### config.mk
export PLATFORM = sky130hd
export DESIGN_NAME = power_output_supervisor
export DESIGN_NICKNAME = d
export VERILOG_FILES = /design/src/rtl/pos_pkg.sv /design/src/rtl/pos_divider.sv /design/src/rtl/power_output_supervisor.sv
export SDC_FILE = /design/constraint.sdc
export NUM_CORES = 2
export LEC_CHECK = 0
export ABC_AREA = 0
export ABC_CLOCK_PERIOD_IN_PS = 9900
export BUFFER_PORTS_ARGS = -buffer_cell sky130_fd_sc_hd__buf_2
export CAP_MARGIN = 20
export CORE_MARGIN = 3
export CORE_UTILIZATION = 49
export DETAILED_ROUTE_END_ITERATION = 8
export HOLD_SLACK_MARGIN = 0.05
export PLACE_DENSITY = 0.66
export SLEW_MARGIN = 30
export SYNTH_ARGS = -nofsm -noshare
export SYNTH_HDL_FRONTEND = slang
export SYNTH_SLANG_ARGS = --single-unit
### constraint.sdc
create_clock -name clock -period 9.9 [get_ports clock]
set_clock_uncertainty 0.2 [all_clocks]
set_input_delay 0.495 -clock clock [delete_from_list [all_inputs] [get_ports clock]]
set_output_delay 0.495 -clock clock [all_outputs]
set_load 0.03 [all_outputs]
### src/rtl/pos_pkg.sv
`default_nettype none
package pos_pkg;
   localparam int KIND_SETVI  = 0;
   localparam int KIND_OUTPUT = 1;
   localparam int KIND_LIMITS = 2;
   localparam int KIND_RESET  = 3;
   localparam int KIND_HBEAT  = 4;
   localparam int KIND_HWEN   = 5;
   localparam int KIND_TEMP   = 6;
   localparam int KIND_FAULT  = 7;
   localparam int KIND_TICK   = 8;

   localparam int REG_MAX_V   = 0;
   localparam int REG_MAX_I   = 1;
   localparam int REG_MAX_P   = 2;
   localparam int REG_RAMP    = 3;
   localparam int REG_DR_BEG  = 4;
   localparam int REG_DR_END  = 5;
   localparam int REG_HB_TO   = 6;

   localparam logic [1:0] ST_SAFE   = 2'd0;
   localparam logic [1:0] ST_ACTIVE = 2'd1;
   localparam logic [1:0] ST_FAULT  = 2'd2;

   localparam logic [7:0] RST_REBOOT = 8'd1;
   localparam logic [7:0] RST_CLEAR  = 8'd2;

   localparam int DIV_W = 64;

   typedef enum logic [2:0] {
      SEQ_IDLE, SEQ_EXEC, SEQ_ENV, SEQ_CLAMP, SEQ_DER, SEQ_QUO, SEQ_DONE
   } seq_type;

   typedef struct packed {
      logic             start;
      logic [DIV_W-1:0] dividend;
      logic [DIV_W-1:0] divisor;
   } div_req_type;

   typedef struct packed {
      logic             done;
      logic [DIV_W-1:0] quotient;
   } div_rsp_type;
endpackage
`default_nettype wire

### src/rtl/pos_divider.sv
`default_nettype none
module pos_divider (
   input  wire logic                 clock,
   input  wire logic                 reset,
   input  wire pos_pkg::div_req_type req,
   output pos_pkg::div_rsp_type      rsp
);
   localparam int W = pos_pkg::DIV_W;
   logic [W-1:0] quo_ff, quo_in, rem_ff, rem_in, den_ff, den_in;
   logic [6:0]   cnt_ff, cnt_in;
   logic         busy_ff, busy_in, done_ff, done_in;
   logic [W:0]   trial;
   logic [W-1:0] shifted;

   always_comb begin
      quo_in  = quo_ff;
      rem_in  = rem_ff;
      den_in  = den_ff;
      cnt_in  = cnt_ff;
      busy_in = busy_ff;
      done_in = 1'b0;
      shifted = {rem_ff[W-2:0], quo_ff[W-1]};
      trial   = {rem_ff, quo_ff[W-1]} - {1'b0, den_ff};
      if (req.start) begin
         quo_in  = req.dividend;
         rem_in  = '0;
         den_in  = req.divisor;
         cnt_in  = 7'(W);
         busy_in = 1'b1;
      end else if (busy_ff) begin
         if (!trial[W]) begin
            rem_in = trial[W-1:0];
            quo_in = {quo_ff[W-2:0], 1'b1};
         end else begin
            rem_in = shifted;
            quo_in = {quo_ff[W-2:0], 1'b0};
         end
         cnt_in = cnt_ff - 7'd1;
         if (cnt_ff == 7'd1) begin
            busy_in = 1'b0;
            done_in = 1'b1;
         end
      end
   end

   always_ff @(posedge clock) begin
      if (reset) begin
         busy_ff <= 1'b0;
         done_ff <= 1'b0;
         cnt_ff  <= '0;
      end else begin
         busy_ff <= busy_in;
         done_ff <= done_in;
         cnt_ff  <= cnt_in;
      end
      quo_ff <= quo_in;
      rem_ff <= rem_in;
      den_ff <= den_in;
   end

   assign rsp.done     = done_ff;
   assign rsp.quotient = quo_ff;
endmodule
`default_nettype wire

### src/rtl/power_output_supervisor.sv
// Channel  Dir  Handshake        Content
// req      in   tvalid/tready    event item, kind in tuser
// rsp      out  tvalid/tready    status item
// csr      in   wr_en            register index and value
// Setpoint and limit kinds take one 64-step shared divider pass (skipped at
// 1000 uV or below), and a temperature-derated status takes a second pass;
// other kinds take one derating pass only when the output is closed and at or
// above the derate start.
// Synchronous reset restores CSR and status defaults, not the work registers.
// req_tready is low from acceptance until the result item is taken; a stalled
// rsp_tready holds the result.
`default_nettype none
module power_output_supervisor #(
   parameter int MODE_MAX = 3
) (
   input  wire logic         clock,
   input  wire logic         reset,
   input  wire logic         req_tvalid,
   output logic              req_tready,
   input  wire logic [3:0]   req_tuser,  // kind
   // voltage_uv, current_ua, out_mode_req, power_limit_mw, derate_limit_dc,
   // hold_policy, reset_code, hw_enabled, temperature_dc, fault_mask,
   // elapsed_ms, zero fill
   input  wire logic [159:0] req_tdata,
   output logic              rsp_tvalid,
   input  wire logic         rsp_tready,
   // accepted, state_code, mode_now, voltage_set_uv, current_set_ua,
   // voltage_ref_uv, current_ref_ua, warnings, faults, reboot_request
   output logic [119:0]      rsp_tdata,
   input  wire logic         csr_wr_en,
   input  wire logic [2:0]   csr_index,
   input  wire logic [26:0]  csr_data
);
   localparam int MW = $clog2(MODE_MAX + 1);

   logic [25:0] maxv_ff; logic [24:0] maxi_ff; logic [19:0] maxp_ff;
   logic [26:0] ramp_ff; logic signed [11:0] drb_ff, dre_ff; logic [19:0] hbto_ff;

   logic [1:0] st_ff, st_in; logic [2:0] mode_ff, mode_in;
   logic [25:0] vset_ff, vset_in, vref_ff, vref_in; logic [24:0] iset_ff, iset_in;
   logic [19:0] plim_ff, plim_in; logic signed [11:0] dst_ff, dst_in;
   logic [1:0] pol_ff, pol_in; logic en_ff, en_in;
   logic signed [15:0] temp_ff, temp_in; logic [31:0] sil_ff, sil_in;
   logic [2:0] warn_ff, warn_in; logic [7:0] flt_ff, flt_in; logic reb_ff, reb_in;
   logic acc_ff, acc_in; logic [24:0] iref_ff, iref_in;

   pos_pkg::seq_type seq_ff, seq_in;
   logic [3:0]   kind_ff;
   logic [159:0] dat_ff;
   logic signed [32:0] vreq_ff, vreq_in, ireq_ff, ireq_in;
   logic [25:0] vcl_ff, vcl_in;
   logic [47:0] prod_ff, prod_in;

   pos_pkg::div_req_type dreq;
   pos_pkg::div_rsp_type drsp;
   pos_divider u_div (.clock(clock), .reset(reset), .req(dreq), .rsp(drsp));

   logic signed [31:0] f_v, f_i; logic [7:0] f_m; logic [19:0] f_p;
   logic signed [11:0] f_dl; logic [1:0] f_hp; logic [7:0] f_rc; logic f_hw;
   logic signed [15:0] f_t; logic [7:0] f_fm; logic [15:0] f_dt;
   assign f_v = req_tdata[31:0];   assign f_i  = req_tdata[63:32];
   assign f_m = req_tdata[71:64];  assign f_p  = req_tdata[91:72];
   assign f_dl = req_tdata[103:92]; assign f_hp = req_tdata[105:104];
   assign f_rc = req_tdata[113:106]; assign f_hw = req_tdata[114];
   assign f_t = req_tdata[130:115]; assign f_fm = req_tdata[138:131];
   assign f_dt = req_tdata[154:139];

   logic closed_w, der_need;
   logic signed [16:0] span_w, left_w;
   logic [31:0] sil_add;
   logic [43:0] step_w;
   logic [63:0] ilim;
   logic [26:0] vup, vdn;
   logic signed [32:0] icl;
   assign closed_w = st_ff == pos_pkg::ST_ACTIVE && mode_ff != 3'd0;
   assign span_w = 17'(dre_ff) - 17'(dst_ff);
   assign left_w = 17'(dre_ff) - 17'(temp_ff);
   assign der_need = closed_w && 17'(temp_ff) >= 17'(dst_ff);

   always_comb begin
      seq_in = seq_ff; st_in = st_ff; mode_in = mode_ff; vset_in = vset_ff;
      iset_in = iset_ff; vref_in = vref_ff; plim_in = plim_ff; dst_in = dst_ff;
      pol_in = pol_ff; en_in = en_ff; temp_in = temp_ff; sil_in = sil_ff;
      warn_in = warn_ff; flt_in = flt_ff; reb_in = reb_ff; acc_in = acc_ff;
      iref_in = iref_ff; vreq_in = vreq_ff; ireq_in = ireq_ff; vcl_in = vcl_ff;
      prod_in = prod_ff; dreq = '0;
      sil_add = '0; step_w = '0; ilim = '0; vup = '0; vdn = '0; icl = '0;
      case (seq_ff)
         pos_pkg::SEQ_IDLE: if (req_tvalid) seq_in = pos_pkg::SEQ_EXEC;
         pos_pkg::SEQ_EXEC: begin
            acc_in = 1'b1;
            seq_in = pos_pkg::SEQ_DER;
            case (kind_ff)
               4'(pos_pkg::KIND_SETVI): begin
                  vreq_in = 33'(signed'(dat_ff[31:0]));
                  ireq_in = 33'(signed'(dat_ff[63:32]));
                  seq_in = pos_pkg::SEQ_ENV;
               end
               4'(pos_pkg::KIND_OUTPUT): begin
                  if (dat_ff[71:64] > 8'(MODE_MAX)) acc_in = 1'b0;
                  else if (dat_ff[71:64] == 8'd0) begin
                     if (st_ff == pos_pkg::ST_ACTIVE) st_in = pos_pkg::ST_SAFE;
                     mode_in = '0; vref_in = '0;
                  end else if (st_ff == pos_pkg::ST_FAULT || !en_ff) acc_in = 1'b0;
                  else begin
                     mode_in = 3'(dat_ff[64 +: MW]); st_in = pos_pkg::ST_ACTIVE;
                  end
               end
               4'(pos_pkg::KIND_LIMITS): begin
                  if (dat_ff[91:72] != 20'd0 && dat_ff[91:72] < plim_ff)
                     plim_in = dat_ff[91:72];
                  if ($signed(dat_ff[103:92]) > 12'sd0 && $signed(dat_ff[103:92]) < dst_ff)
                     dst_in = dat_ff[103:92];
                  pol_in = dat_ff[105:104];
                  vreq_in = 33'(vset_ff); ireq_in = 33'(iset_ff);
                  seq_in = pos_pkg::SEQ_ENV;
               end
               4'(pos_pkg::KIND_RESET): begin
                  if (dat_ff[113:106] == pos_pkg::RST_REBOOT) reb_in = 1'b1;
                  else if (dat_ff[113:106] == pos_pkg::RST_CLEAR && st_ff == pos_pkg::ST_FAULT) begin
                     flt_in = '0; st_in = pos_pkg::ST_SAFE;
                  end
               end
               4'(pos_pkg::KIND_HBEAT): begin sil_in = '0; warn_in[2] = 1'b0; end
               4'(pos_pkg::KIND_HWEN): begin
                  en_in = dat_ff[114];
                  if (!dat_ff[114] && st_ff == pos_pkg::ST_ACTIVE) begin
                     st_in = pos_pkg::ST_SAFE; mode_in = '0; vref_in = '0;
                  end
               end
               4'(pos_pkg::KIND_TEMP): begin
                  temp_in = dat_ff[130:115];
                  warn_in[1] = 17'($signed(dat_ff[130:115])) >= 17'(dst_ff);
                  if (17'($signed(dat_ff[130:115])) >= 17'(dre_ff)) begin
                     flt_in = flt_ff | 8'd1; st_in = pos_pkg::ST_FAULT;
                     mode_in = '0; vref_in = '0;
                  end
               end
               4'(pos_pkg::KIND_FAULT): begin
                  flt_in = flt_ff | dat_ff[138:131]; st_in = pos_pkg::ST_FAULT;
                  mode_in = '0; vref_in = '0;
               end
               4'(pos_pkg::KIND_TICK): begin
                  sil_add = sil_ff;
                  if (sil_ff <= 32'(hbto_ff)) sil_add = sil_ff + 32'(dat_ff[154:139]);
                  sil_in = sil_add;
                  if (sil_add > 32'(hbto_ff)) begin
                     warn_in[2] = 1'b1;
                     if (pol_ff == 2'd0 && st_ff == pos_pkg::ST_ACTIVE) begin
                        st_in = pos_pkg::ST_SAFE; mode_in = '0;
                     end
                  end
                  step_w = 44'(ramp_ff) * 44'(dat_ff[154:139]);
                  if (st_in == pos_pkg::ST_ACTIVE) begin
                     vup = 27'(vref_ff) + 27'(step_w);
                     vdn = 27'(vref_ff) - 27'(step_w);
                     if (vref_ff < vset_ff)
                        vref_in = (step_w >= 44'(vset_ff - vref_ff)) ? vset_ff : vup[25:0];
                     else if (vref_ff > vset_ff)
                        vref_in = (step_w >= 44'(vref_ff - vset_ff)) ? vset_ff : vdn[25:0];
                  end else vref_in = '0;
               end
               default: ;
            endcase
         end
         pos_pkg::SEQ_ENV: begin
            if (vreq_ff < 33'sd0) vcl_in = '0;
            else if (vreq_ff > 33'(maxv_ff)) vcl_in = maxv_ff;
            else vcl_in = vreq_ff[25:0];
            dreq.start    = 1'b1;
            dreq.dividend = 64'(plim_ff) * 64'd1000000000;
            dreq.divisor  = 64'(vcl_in);
            seq_in = pos_pkg::SEQ_CLAMP;
         end
         pos_pkg::SEQ_CLAMP: if (drsp.done || vcl_ff <= 26'd1000) begin
            ilim = 64'(maxi_ff);
            if (vcl_ff > 26'd1000 && drsp.quotient < ilim) ilim = drsp.quotient;
            if (ireq_ff < 33'sd0) icl = '0;
            else if (64'(ireq_ff) > ilim) icl = 33'(ilim);
            else icl = ireq_ff;
            warn_in[0] = (33'(vcl_ff) != vreq_ff) || (icl != ireq_ff);
            vset_in = vcl_ff; iset_in = icl[24:0];
            seq_in = pos_pkg::SEQ_DER;
         end
         pos_pkg::SEQ_DER: begin
            iref_in = closed_w ? iset_ff : '0;
            prod_in = 48'(iset_ff) * 48'(left_w[15:0]);
            if (der_need) begin
               if (left_w <= 17'sd0 || span_w <= 17'sd0) begin
                  iref_in = '0; seq_in = pos_pkg::SEQ_DONE;
               end else begin
                  dreq.start = 1'b1;
                  dreq.dividend = 64'(prod_in);
                  dreq.divisor = 64'(span_w[15:0]);
                  seq_in = pos_pkg::SEQ_QUO;
               end
            end else seq_in = pos_pkg::SEQ_DONE;
         end
         pos_pkg::SEQ_QUO: if (drsp.done) begin
            iref_in = drsp.quotient[24:0];
            seq_in = pos_pkg::SEQ_DONE;
         end
         pos_pkg::SEQ_DONE: if (rsp_tready) seq_in = pos_pkg::SEQ_IDLE;
         default: seq_in = pos_pkg::SEQ_IDLE;
      endcase
      if (csr_wr_en && csr_index == 3'(pos_pkg::REG_MAX_P)) plim_in = csr_data[19:0];
      if (csr_wr_en && csr_index == 3'(pos_pkg::REG_DR_BEG)) dst_in = csr_data[11:0];
   end

   assign req_tready = seq_ff == pos_pkg::SEQ_IDLE;
   assign rsp_tvalid = seq_ff == pos_pkg::SEQ_DONE;
   assign rsp_tdata = {reb_ff, flt_ff, warn_ff, iref_ff,
                       closed_w ? vref_ff : 26'd0, iset_ff, vset_ff, mode_ff, st_ff, acc_ff};

   always_ff @(posedge clock) begin
      if (reset) begin
         seq_ff <= pos_pkg::SEQ_IDLE;
         maxv_ff <= 26'd20000000; maxi_ff <= 25'd8000000; maxp_ff <= 20'd150000;
         ramp_ff <= 27'd1000000; drb_ff <= 12'sd850; dre_ff <= 12'sd1000;
         hbto_ff <= 20'd3000;
         st_ff <= pos_pkg::ST_SAFE; mode_ff <= '0; vset_ff <= '0; iset_ff <= '0;
         vref_ff <= '0; plim_ff <= 20'd150000; dst_ff <= 12'sd850; pol_ff <= '0;
         en_ff <= 1'b0; temp_ff <= '0; sil_ff <= '0; warn_ff <= '0; flt_ff <= '0;
         reb_ff <= 1'b0; iref_ff <= '0;
      end else begin
         seq_ff <= seq_in; st_ff <= st_in; mode_ff <= mode_in; vset_ff <= vset_in;
         iset_ff <= iset_in; vref_ff <= vref_in; plim_ff <= plim_in; dst_ff <= dst_in;
         pol_ff <= pol_in; en_ff <= en_in; temp_ff <= temp_in; sil_ff <= sil_in;
         warn_ff <= warn_in; flt_ff <= flt_in; reb_ff <= reb_in; iref_ff <= iref_in;
         if (csr_wr_en) begin
            case (csr_index)
               3'(pos_pkg::REG_MAX_V): maxv_ff <= csr_data[25:0];
               3'(pos_pkg::REG_MAX_I): maxi_ff <= csr_data[24:0];
               3'(pos_pkg::REG_MAX_P): maxp_ff <= csr_data[19:0];
               3'(pos_pkg::REG_RAMP): ramp_ff <= csr_data;
               3'(pos_pkg::REG_DR_BEG): drb_ff <= csr_data[11:0];
               3'(pos_pkg::REG_DR_END): dre_ff <= csr_data[11:0];
               3'(pos_pkg::REG_HB_TO): hbto_ff <= csr_data[19:0];
               default: ;
            endcase
         end
      end
      acc_ff <= acc_in; vreq_ff <= vreq_in; ireq_ff <= ireq_in;
      vcl_ff <= vcl_in; prod_ff <= prod_in;
      if (req_tvalid && req_tready) begin
         kind_ff <= req_tuser; dat_ff <= req_tdata;
      end
   end

   logic unused_ok;
   assign unused_ok = ^{drb_ff, maxp_ff, prod_ff, f_v, f_i, f_m, f_p, f_dl, f_hp,
                        f_rc, f_hw, f_t, f_fm, f_dt, dat_ff[159:155]};
endmodule
`default_nettype wire

After elaboration in Yosys (flattened, before gate mapping). Cells that the tools add are included.

Register bits after elaboration: 768. Bits of input ports: 199. Output and inout bits: 122.

Order comparisons: 22. Bitwise gates (word level): 3. Multiplexer cells: 90. Reductions and logical operators: 63. Multiply operators: 3. Eq/ne operators: 43. $add $sub $neg: 9.

Operators with widths (count): $mux W64 (6); $mux W26 (12); $mux W129 (2); $pmux W129 S2 (1); $mux W33 (4); $pmux W33 S2 (2); $pmux W26 S5 (1); $mux W25 (4); $mux W32 (3); $ge A43 B44 Y1 (2); $mux W20 (4); $lt A33 B1 Y1 const B (2); $sub A65 B64 Y65 (1); $gt A64 B64 Y1 (1); $lt A64 B25 Y1 (1); $pmux W32 S2 (1); $sub A26 B26 Y27 (2); $pmux W25 S2 (1); $ge A16 B12 Y1 (3); $mux W12 (4); $mul A27 B16 Y43 (1); $mul A20 B21 Y41 const B (1); $mul A25 B16 Y41 (1); $mux W3 (13); other kinds (69) (160).

Logic depth before layout (Yosys ltp).
Depth after elaboration: 12. Depth in mapped cells: 42.

Hierarchy. From an unflattened synthesis, not the netlist that was laid out.

Cells, all modules: 9354. Area total of the unflattened synthesis: 84187.0 um^2.

By module, submodules not included: power_output_supervisor (area an instance 72253.0 um^2, times used 1, cells an instance 8105); pos_divider (area an instance 11933.9 um^2, times used 1, cells an instance 1249).

Worst setup path before layout. OpenSTA, ideal clock, no wires.

Path type: reg2reg. From: register dat_ff[145]. To: register vref_ff[23]. Arrival: 9.319 ns. Period minus slack after synthesis: 9.636 ns. Stages on the path, launching flop included: 41. Data required time: 9.583 ns. Path buffers: 4. Slack: 0.264 ns. Cells stage by stage: edfxtp_1 > clkbuf_1 > clkbuf_1 > nand2_1 > fa_1 > inv_1 > fa_1 > inv_1 > fa_1 > inv_1 > fa_1 > fa_1 > inv_1 > fa_1 > inv_1 > ha_1 > o21a_1 > o2bb2ai_1 > (+5 left out) > o21ai_0 > o41ai_1 > o21bai_1 > a21oi_1 > xnor2_1 > ha_1 > a21o_1 > a21o_1 > a2111oi_0 > nor2_1 > nor2_1 > o21ai_0 > o21a_1 > clkbuf_1 > mux2i_1 > clkbuf_1 > o22ai_1 > a22o_1.

Longest elaborated chain between the ends: 11. Elaborated cells between the ends (all ways): 22.

RTL lines: from (decl) (RTL line power_output_supervisor.sv:49) `logic [159:0] dat_ff;`; from (signal assigned) (RTL line power_output_supervisor.sv:246) `kind_ff <= req_tuser; dat_ff <= req_tdata;`; parallel branches: the longest is 11 deep, another holds $ge A43 B44 Y1; to (signal assigned) (RTL line power_output_supervisor.sv:227) `iset_ff <= iset_in; vref_ff <= vref_in; plim_ff <= plim_in; dst_ff <= dst_in;`; to (decl) (RTL line power_output_supervisor.sv:40) `logic [25:0] vset_ff, vset_in, vref_ff, vref_in; logic [24:0] iset_ff, iset_in;`.

Several ways; the timed one is not identified. The select of a mux whose other input is x is not followed. A chain may end at the register's enable or synchronous reset.

Worst setup path after layout.
From: register dat_ff[151]. To: register vref_ff[6].

Same word-level chain as after synthesis.

==> results.sh <==
export IMPL_port_buffers=314
export IMPL_async_flop_share_pct=0
export IMPL_drive_above_1_share_pct=9.251
export IMPL_crit_start="dat_ff[151]"
export IMPL_synth_cells=8803
export IMPL_startpoint_type="flip-flop"
export IMPL_end_kind="flip-flop"
export IMPL_dieHeight_um=408.5
export IMPL_tightest_slew_ns=1.004
export IMPL_htreeDepth=3
export IMPL_rr_startpoint="dat_ff[151]"
export IMPL_track_usage_pct=29.93
export IMPL_dp_hpwl_mm=198.3
export IMPL_hold_path_end="dre_ff[1]"
export IMPL_setup_viol_count_final=0
export IMPL_maxCapViolCount=0
export IMPL_post_route_drc_count=0
export IMPL_crit_fanout=21
export IMPL_initial_utilization_pct=49.38
export IMPL_vias_per_cell=5.709
export IMPL_path_common_cell="fa_1"
export IMPL_reg2reg_slack_ns=0.42
export IMPL_synth_edff_count=340
export IMPL_max_slew_margin_rel_pct=32.47
export IMPL_syn_to_final_growth_pct=13.03
export IMPL_nNetsFinal=11250
export IMPL_reg2reg_depth=36
export IMPL_die_area_um2=166900
export IMPL_status="finished clean"
export IMPL_cts_sinks=727
export IMPL_slew_violations=0
export IMPL_cts_buffers=87
export IMPL_synthDistinctLibCells=95
export IMPL_hp_start="csr_index[2]"
export IMPL_row_count=147
export IMPL_grt_start_max_net_pins=142
export IMPL_ios=321
export IMPL_grt_pass1_vias=66540
export IMPL_coreArea_um2=160800
export IMPL_r2r_end="vref_ff[6]"
export IMPL_clock_latency_ns=0.71
export IMPL_setup_slack_ns=0.4250
export IMPL_hold_path_class="in2reg"
export IMPL_cts_reportedPaths_clkPinSlew_ns=0.08
export IMPL_first_pass_iters=5
export IMPL_fmax_ghz=0.1055
export IMPL_path_class="reg2reg"
export IMPL_routed_wl_mm=252.1
export IMPL_antenna_found_initial=9
export IMPL_cp_slowest_stage_delay_ns=0.55
export IMPL_synth_ff_type="dfxtp_1"
export IMPL_clockBufferDepth=3
export IMPL_finalHoldViolations=0
export IMPL_syn_area_per_cell_um2=9.018
export IMPL_drtIter0Drc=5977
export IMPL_grt_pass1_wl_mm=390.1
export IMPL_wl_per_cell_um=21.88
export IMPL_ant_nets=0
export IMPL_grt_overflow=0
export IMPL_synth_cell_area_um2=79380
export IMPL_critical_path_required_ns=10.32
export IMPL_cts_tree="built"
export IMPL_arrival_ns=9.90
export IMPL_synth_seq_cells=727
export IMPL_yosysSeqAreaShare_pct=22.62
export IMPL_globalplace_congestion=0.9876
export IMPL_fin_crit_sh_pct=95.71
export IMPL_cp_slowest_cell="fa_1"
export IMPL_yosys_warnings=0
export IMPL_whs_path_depth=4
export IMPL_die_width_um=408.5
export IMPL_pre_cts_ws_ns=0.03080
export IMPL_clockRootBuffer="clkbuf_16"
export IMPL_vias=65800
export IMPL_setup_tns_ns=0
export IMPL_fin_crit_ns=9.475
sequential cells by signal, summed over array words and instances, names as in the netlist, 27 cells and up:
name          flops
u_div.quo_ff     64
ireq_ff          32
ramp_ff          27
vreq_ff          32
u_div.rem_ff     64
dat_ff          155
sil_ff           32
Yosys cell counts (85+ instances only):
master    count  area share (%)
xor2_1      136             1.5
and2_1      309             2.4
a21oi_1     486             3.1
nand2_1    1097             5.2
ha_1        910              14
clkbuf_1    328             1.6
fa_1        851              21
a21o_1      205             1.9
inv_1      1327             6.3
nand2b_1    103            0.81
nor2b_1     114            0.90
nor2_1      414             2.0
o21ai_0     285             1.8
edfxtp_1    340              13
a211oi_1     85            0.80
dfxtp_1     387             9.8
xnor2_1     156             1.7
nor3_1       96            0.61
nand3_1     123            0.78
cells in the final DEF, fill, tap and decap left out, types with 212 or more instances in the layout:
cell / Yosys / final
dfxtp_1: 387 / 383
nor2_1: 414 / 408
fa_1: 851 / 850
a21oi_1: 486 / 486
nand2_1: 1097 / 1097
buf_4: 9 / 212
inv_1: 1327 / 1324
edfxtp_1: 340 / 340
ha_1: 910 / 909
buf_2: 14 / 313
o21ai_0: 285 / 277
and2_1: 309 / 306
layer usage:
metal | up-vias | GRT usage, % | part of all wire (%)
met5 | - | 0 | 0.0036
met4 | 2 | 11.29 | 4.3
met3 | 453 | 6.470 | 9.4
met2 | 2779 | 45.80 | 43
met1 | 32350 | 41.59 | 43
li1 | 30210 | - | -
layout make-up:
type / instances / area (um^2)
diodes: 3 / 7.507
clock buffers: 115 / 2421
clock inverters: 49 / 586.8
fillers: 14330 / 71020
inverters: 1330 / 4996
multi-input cells: 6400 / 55540
flip-flops and latches: 727 / 17960
well taps: 2160 / 2703
repair buffers: 740 / 5507
timing repair:
item,in CTS,in global routing
resized for setup,0,47
hold buffers,193,0
cloned,0,1
setup endpoints to repair,1,35
setup buffers,1,7
pin swaps,0,4
hold endpoints to repair,279,0
per-stage QoR:
step	std cells	cell area (um^2)	hold WS (ns)	util [%]
finish	11520	89730	0.2165	55.82
global route	11520	89720	0.2352	55.81
CTS	11510	89380	0.1409	55.60
detailed placement	11150	84430	0.2448	52.52
global placement	11150	84350	0.2420	52.47
floorplan	8841	79520	0.2302	-
worst max-delay path by stage:
stage	to	depth (start not counted)
2_1_floorplan	vref_ff[23]	40
3_3_place_gp	vref_ff[6]	35
3_5_place_dp	vref_ff[6]	35
4_1_cts	vref_ff[6]	35
5_1_grt	u_div.quo_ff[40]	32
6_report	vref_ff[6]	36
cell families after synthesis:
logic type,after synthesis,share of synthesized area (%)
fa+ha+maj,1761,35.80
xor+xnor,292,3.222
compound gates,1619,13.12
other cells,2,0.009461
buf+inv,1714,8.198
simple gates,2541,15.07
flops,727,22.62
mux,147,1.953
critical path, delay by kind of cell, from the launching register on:
kind | cells | cell delay [ns]
compound gates | 10 | 2.20
xor+xnor | 1 | 0.13
fa+ha+maj | 8 | 3.81
buf+inv | 8 | 1.15
flops | 1 | 0.42
simple gates | 9 | 1.46
Power is left out: the tool's default activity adds up to more than one toggle a clock period on the data nets, which glitch-free logic cannot reach.
